File: config.mk
export PLATFORM = sky130hd
export DESIGN_NAME = tmvd_div
export DESIGN_NICKNAME = d
export VERILOG_FILES = /design/src/design/tmvd_pkg.sv /design/src/design/tmvd_div.sv
export SDC_FILE = /design/constraint.sdc
export NUM_CORES = 2
export LEC_CHECK = 0
export BUFFER_PORTS_ARGS = -buffer_cell sky130_fd_sc_hd__buf_2
export CORE_ASPECT_RATIO = 0.8
export CORE_MARGIN = 3
export CORE_UTILIZATION = 33
export DETAILED_ROUTE_END_ITERATION = 8
export GPL_TIMING_DRIVEN = 0
export PLACE_DENSITY = 0.45
export SLEW_MARGIN = 10
export SYNTH_ARGS = -nofsm -noshare
export SYNTH_HDL_FRONTEND = slang
export SYNTH_SLANG_ARGS = --single-unit
export TNS_END_PERCENT = 5
File: constraint.sdc
create_clock -name i_clk -period 3.9 [get_ports i_clk]
set_clock_uncertainty 0.2 [all_clocks]
set_input_delay 0.78 -clock i_clk [delete_from_list [all_inputs] [get_ports i_clk]]
set_output_delay 0.78 -clock i_clk [all_outputs]
set_load 0.01 [all_outputs]
File: src/design/tmvd_pkg.sv
`timescale 1ns / 1ps
package tmvd_pkg;

    localparam int CMD_W     = 2;
    localparam int IDX_W     = 14;
    localparam int PIX_W     = 16;
    localparam int SUM_W     = 22;
    localparam int SQ_W      = 38;
    localparam int GAIN_W    = 16;
    localparam int GAIN_FRAC = 8;
    localparam int MT_W      = 48;
    localparam int VT_W      = 32;
    localparam int MASK_W    = 3;
    localparam int CH_N      = 3;
    localparam int CFG_IDX_W = 3;
    localparam int CFG_DAT_W = 48;

    // result quotient width and pipeline depths
    localparam int Q_W        = 16;
    localparam int STATS_LAT  = 4;
    localparam int DIV_LAT    = Q_W + 3;
    localparam int PIPE_LAT   = STATS_LAT + DIV_LAT;
    localparam int FIFO_DEPTH = 32;
    localparam int FIFO_AW    = $clog2(FIFO_DEPTH);

    localparam logic [SUM_W-1:0] SUM_MAX = {SUM_W{1'b1}};
    localparam logic [SQ_W-1:0]  SQ_MAX  = {SQ_W{1'b1}};
    localparam logic [PIX_W-1:0] FULL16  = 16'hffff;

    typedef enum logic [CMD_W-1:0] {
        CMD_ADD,
        CMD_SUB,
        CMD_OUT,
        CMD_CLR
    } t_cmd;

    typedef enum logic [1:0] {
        MTH_PASS,
        MTH_SEL,
        MTH_MEAN,
        MTH_VAR
    } t_method;

    typedef enum logic [CFG_IDX_W-1:0] {
        REG_METHOD,
        REG_GAIN,
        REG_MEAN_THR,
        REG_VT1,
        REG_VT2,
        REG_VT3,
        REG_MASK
    } t_reg;

    // per-channel view of the configuration
    typedef struct packed {
        t_method           method;
        logic [GAIN_W-1:0] gain;
        logic [PIX_W-1:0]  tm;
        logic [VT_W-1:0]   vt;
        logic              masked;
    } t_chan_cfg;

    typedef struct packed {
        logic [IDX_W-1:0] out_index;
        logic [PIX_W-1:0] out_1;
        logic [PIX_W-1:0] out_2;
        logic [PIX_W-1:0] out_3;
    } t_res;

endpackage

File: src/design/tmvd_div.sv
`timescale 1ns / 1ps
module tmvd_div #(
    parameter int NUM_W = 61,
    parameter int DEN_W = 38
) (
    input  logic                        i_clk,
    input  logic [NUM_W-1:0]            i_num,
    input  logic [DEN_W-1:0]            i_den,
    input  logic                        i_byp,
    input  logic [tmvd_pkg::PIX_W-1:0]  i_bval,
    output logic [tmvd_pkg::PIX_W-1:0]  o_res
);
    import tmvd_pkg::*;

    // round half up: q = (2*num + den) / (2*den), saturated at 16 bits
    localparam int N_W  = ((NUM_W > DEN_W) ? NUM_W : DEN_W) + 2;
    localparam int D2_W = DEN_W + 1;
    localparam int C_W  = (N_W > D2_W + Q_W) ? N_W : (D2_W + Q_W);

    logic [NUM_W-1:0] r_num;
    logic [DEN_W-1:0] r_den;
    logic             r_byp0;
    logic [PIX_W-1:0] r_bv0;
    logic [N_W-1:0]   r_n;
    logic [D2_W-1:0]  r_d2i;
    logic             r_byp1;
    logic [PIX_W-1:0] r_bv1;

    logic [N_W-1:0]   r_rem [Q_W+1];
    logic [D2_W-1:0]  r_d2  [Q_W+1];
    logic [Q_W-1:0]   r_q   [Q_W+1];
    logic             r_sat [Q_W+1];
    logic             r_byp [Q_W+1];
    logic [PIX_W-1:0] r_bv  [Q_W+1];

    always_ff @(posedge i_clk) begin
        r_num  <= i_num;
        r_den  <= i_den;
        r_byp0 <= i_byp;
        r_bv0  <= i_bval;

        r_n    <= (N_W'(r_num) << 1) + N_W'(r_den);
        r_d2i  <= D2_W'(r_den) << 1;
        r_byp1 <= r_byp0;
        r_bv1  <= r_bv0;

        r_rem[0] <= r_n;
        r_d2[0]  <= r_d2i;
        r_q[0]   <= '0;
        r_sat[0] <= C_W'(r_n) >= (C_W'(r_d2i) << Q_W);
        r_byp[0] <= r_byp1;
        r_bv[0]  <= r_bv1;
    end

    // one quotient bit per stage, most significant first
    for (genvar j = 1; j <= Q_W; j++) begin : g_step
        logic [C_W-1:0] w_sh;
        logic           w_ge;

        assign w_sh = C_W'(r_d2[j-1]) << (Q_W - j);
        assign w_ge = C_W'(r_rem[j-1]) >= w_sh;

        always_ff @(posedge i_clk) begin
            r_rem[j] <= w_ge ? N_W'(C_W'(r_rem[j-1]) - w_sh) : r_rem[j-1];
            r_q[j]   <= r_q[j-1] | (Q_W'(w_ge) << (Q_W - j));
            r_d2[j]  <= r_d2[j-1];
            r_sat[j] <= r_sat[j-1];
            r_byp[j] <= r_byp[j-1];
            r_bv[j]  <= r_bv[j-1];
        end
    end

    assign o_res = r_byp[Q_W] ? r_bv[Q_W] : (r_sat[Q_W] ? FULL16 : PIX_W'(r_q[Q_W]));
endmodule

# --- After elaboration in Yosys (flattened, before gate mapping) ---
# Memory sizes are Yosys's and may differ from the RTL's.
# Cells that the tools add are included.
word_totals:
  regBits: 234
  ramBits: 2312
  input_bits: 117
  out_inout_bits: 16
  word_cells: 82
  mem_count: 6
classes:
  addsub: 17
  magnitude_cmp: 17
  muxes: 18
  bitwise: 16
memory_table:
  columns: ["name", "words", "word_bits", "read_ports", "rd_clocked_by_memory_dff", "write_ports", "line_no", "text"]
  rows:
  - ["r_rem", 17, 63, 16, 0, 17, "tmvd_div.sv:29", "logic [N_W-1:0] r_rem [Q_W+1];"]
  - ["r_d2", 17, 39, 16, 0, 17, "tmvd_div.sv:30", "logic [D2_W-1:0] r_d2 [Q_W+1];"]
  - ["r_bv", 17, 16, 17, 0, 17, "tmvd_div.sv:34", "logic [PIX_W-1:0] r_bv [Q_W+1];"]
  - ["r_q", 17, 16, 17, 0, 17, "tmvd_div.sv:31", "logic [Q_W-1:0] r_q [Q_W+1];"]
  - ["r_byp", 17, 1, 17, 0, 17, "tmvd_div.sv:33", "logic r_byp [Q_W+1];"]
  - ["r_sat", 17, 1, 17, 0, 17, "tmvd_div.sv:32", "logic r_sat [Q_W+1];"]
ops:
  columns: ["operator", "n"]
  rows:
  - ["$mux W63", 16]
  - ["$add A62 B38 Y63", 1]
  - ["$ge A63 B39 Y1", 1]
  - ["$ge A63 B40 Y1", 1]
  - ["$ge A63 B41 Y1", 1]
  - ["$ge A63 B42 Y1", 1]
  - ["$ge A63 B43 Y1", 1]
  - ["$ge A63 B44 Y1", 1]
  - ["$ge A63 B45 Y1", 1]
  - ["$ge A63 B46 Y1", 1]
  - ["$ge A63 B47 Y1", 1]
  - ["$ge A63 B48 Y1", 1]
  - ["$ge A63 B49 Y1", 1]
  - ["$ge A63 B50 Y1", 1]
  - ["$ge A63 B51 Y1", 1]
  - ["$ge A63 B52 Y1", 1]
  - ["$ge A63 B53 Y1", 1]
  - ["$ge A63 B54 Y1", 1]
  - ["$ge A63 B55 Y1", 1]
  - ["$sub A63 B39 Y63", 1]
  - ["$sub A63 B40 Y63", 1]
  - ["$sub A63 B41 Y63", 1]
  - ["$sub A63 B42 Y63", 1]
  - ["$sub A63 B43 Y63", 1]
  - ["other kinds (28)", 29]

# --- Depth between registers and ports, before layout ---
# An unclocked memory read counts as a cell.
depth:
  depth_word: 3
  mapped_depth: 16
  mapped_depth_nobuf: 15

# --- Worst setup path after synthesis ---
# No wires, ideal clock.
synth_timing:
  path_kind: "reg-to-reg"
  start: "memory r_rem[0][504] (netlist name)"
  end: "memory r_rem[0][615] (netlist name)"
  setup_ns: 0.120
  arrival_time_ns: 3.192
  required_time_ns: 3.580
  setup_slack_ns: 0.387
  stages_incl_launch_ff: 14
  path_buffers: 0
  synth_period_minus_slack_ns: 3.513
  cell_sequence: "dfxtp_1 -> ha_1 -> inv_1 -> fa_1 -> a21o_1 -> o21ai_1 -> a31oi_1 -> a211o_1 -> a211oi_1 -> nor2_1 -> a21oi_1 -> o21ai_0 -> or4b_1 -> xnor2_1"
synth_rtl:
  columns: ["element", "line_no"]
  rows:
  - ["from (decl)", "tmvd_div.sv:29"]

==> results by group <==
Floorplanning
  – IO Pins: 133
  – Die Y: between 400 and 500 µm
  – Die W: a little over 600 µm
  – Initial cell density of the core: roughly a third
  – CORE AREA: just under 0.3 mm²
  – Die area: 0.300 mm²
  – # rows: 177

Synthesis
  – Yosys top cell by area: dfxtp_1
  – Syn Nets: between 10k and 15k
  – Mapped cell area: ~0.097 mm²
  – Share of the synthesized area in the top cell type: a little under half
  – Synthesized instance count: around 11k
  – Top-count cell post-synth: dfxtp_1
  – Yosys reg bits: 2275
  – Post-synth ARST share: 0%
  – Yosys cell types: 104
  – Area contributors post-synth: dfxtp_1, ha_1, a21oi_1
  – Yosys warns: 0
  – Synth top cells by count: dfxtp_1, a21oi_1, inv_1, nand2_1, nor2_1
  – Sequential fraction of the synthesis area: ~47%
  – Post-synth EDFFs: 0
  – Top_reg_cell synth: dfxtp_1
  – Avg Inst Size Synth: ~9.2 µm²

Power
  – Overall Power: around 100 mW
  – Leakage power: around 50 nW
  – Highest ir drop seen on vdd: just under 400 µV
  – Pwr/cell area: between 800 and 900 mW/mm²

Place
  – Gpl congestion: about 0.94
  – IO Port Bufs: ~130
  – Dpl hpwl: 272000 µm
  – Pre-CTS WS: -2.74 ns

GRT
  – M1 GR Usage: between 30% and 40%
  – GR Overflow Total: 0
  – Global route hottest layer: met1
  – Vias in the first global route: 74.6k
  – Met3 usage: under 10%
  – Met2 Track Usage GR: 26.6%
  – Largest net degree at the start of global routing: 22
  – Initial antenna violation count: 25
  – Total track usage: between 20% and 30%
  – Global-route wire length before repair: a little under 500000 µm

Finish
  – Fraction of layout instances using a drive strength above 1: roughly an eighth
  – FILL cells: 29.0k
  – Nets: roughly 12k
  – Area Overhead vs Synth: 20.0%
  – FF/Latch Area: 0.0456 mm²
  – Area of the multi-input gates: roughly 0.050 mm²

CTS
  – Worst-path clk slew: ~0.06 ns
  – H-Tree Depth: 4
  – CTS root buf: clkbuf_16
  – Clock sinks: between 2k and 2.5k
  – Total CTS buffers: about 240
  – Clk Latency, worst-skew pair: between 0.9 and 1 ns
  – CTS tree: done
  – CTS Buffer Depth: 4

Drt
  – Routed wire length: ~340000 µm
  – DRT iter0 DRCs: between 6k and 7k
  – Via count: slightly below 80k
  – Vias/cell: 5.11
  – Residual DRC: 0
  – Post-DRT Antenna Nets: 0
  – Routed WL per cell: between 20 and 25 µm
  – DR pass1 iterations: 5

STA
  – RSZ-0062 raised after global routing: yes
  – Max transition margin: a little under a fifth
  – Final worst path period share: 105%
  – Fin worst setup slack: -0.211 ns
  – Max Fclk: 243 MHz
  – # setup viols final: 36
  – Min Tclk post-route: 4.11 ns
  – Slew @ Worst Pin: between 1 and 1.5 ns
  – Hold Fails Final Rpt: 0
  – Final Max Tran Viols: 0
  – Hold_ws: between 0.07 and 0.08 ns

Run
  – Max Cap Viol: 0

Critical path
  – CP max stage delay: ~0.84 ns
  – Crit end category: register
  – Critical path fanouts, max: 5
  – Worst path slowest cell: or4_4
  – Cell mode on critical path: nand4_1
  – Critical Path RT: roughly 4.5 ns
  – Startpoint types: register
  – Cells along the critical path: inv_4 > ha_4 > nor4b_4 > nand4_1 > or4_4 > o21ai_4 > a31oi_4 > o41ai_4 > buf_4 > and2b_2 > and4_4 > nand4_1 > xnor2_1
  – Kind of critical path: reg2reg
  – Critical Path AT: roughly 4.7 ns

Status
  – Failing checks: setup timing
  – Status: finished with violations

Worst hold path
  – Hold Path Class: reg2reg
-- cell usage in the layout, fill, tap and decap left out, drive strengths merged, types with 116 or more instances in the layout --
cell type    Yosys  final
nor4           129    129
nand2          810    810
a21o           335    335
xnor2          459    459
xor2           344    344
nand3          194    194
o21ai          642    642
inv            841    852
buf             57    300
dfxtp         2275   2275
nor3           177    177
clkbuf         283    553
nor2           712    712
ha             682    682
dlygate4sd3      0    116
a21oi          934    934
nand4          231    231
-- sequential cells by signal, indices dropped and copies added, names as in the netlist, 17 cells and up --
register and count:
r_d2 592, r_den 38, r_num 61, r_n 63, r_d2i 37, r_q 136, r_bv 272, r_rem 1008
r_byp 17, r_sat 17
-- what timing repair did --
action | 4_1_cts | 5_1_grt
gates cloned | 0 | 2
endpoints found under the hold margin | 116 | 0
setup endpoints to repair | 854 | 760
hold buffers | 116 | 0
resized for setup | 556 | 390
pin swaps | 82 | 77
setup buffers | 58 | 30
-- metal layers --
layer / wire (µm) / share of wire [%]
met5: 25 / 0.0074
met2: 116000 / 34
met4: 5730 / 1.7
met3: 28600 / 8.5
met1: 186000 / 55
-- path summary, 6_finish.rpt --
check,start,to,slack (ns),depth (start not counted)
hold reg to reg,r_bv[0][37]$_DFF_P_,r_bv[0][53]$_DFF_P_,0.08,0
setup / recovery,r_d2[0][197]$_DFF_P_,r_rem[0][439]$_DFF_P_,-0.21,13
hold / removal,r_bv[0][37]$_DFF_P_,r_bv[0][53]$_DFF_P_,0.08,0
setup reg to reg,r_d2[0][197]$_DFF_P_,r_rem[0][439]$_DFF_P_,-0.21,13
-- power by group --
part	internal (mW)	leakage [nW]	switching, mW	total, mW
sequential	28.9	19.1	4.78	33.7
clock	13.4	3.91	9.73	23.2
combinational	17.4	26.7	26.3	43.7
total	59.7	49.8	40.8	101
-- critical path: cells and delay by family, from the launching register on --
kind | cells | cell delay (ns)
AO/OA/AOI/OAI | 3 | 0.36
XOR/XNOR | 1 | 0.25
adder cells (fa/ha/maj) | 1 | 0.26
buffers and inverters | 2 | 0.24
flip-flops | 1 | 0.37
AND/OR/NAND/NOR | 6 | 2.32
-- stage by stage --
stage               TNS [ns]  util, %  area, µm²  std cells
floorplan                  0        -      96900      10500
global placement    -1344.29     35.1     102000      14500
global route          -11.29     39.9     116000      15100
CTS                   -0.422     39.2     114000      15100
finish                 -2.50     39.9     116000      15100
detailed placement   -973.08     35.2     103000      14500
-- area by class of cell --
class,count,area share [%]
Multi-Input combinational cell,7049,42.9
Sequential cell,2275,39.2
Clock buffer,322,5.82
Tap cell,3848,4.14
Inverter,843,2.76
Timing Repair Buffer,348,2.43
Buffer,299,1.52
Clock inverter,114,1.10
Antenna cell,33,0.0711
-- logic make-up after synthesis --
kind of cell | share of synthesized area (%)
adders and majority gates | 9.14
AOI/OAI and AO/OA | 16.4
muxes | 1.07
buffers and inverters | 4.66
xor gates and xnor gates | 7.26
and+or+nand+nor | 14.4
DFF | 47.0
Note: power is estimated with default switching activity, not from simulation.
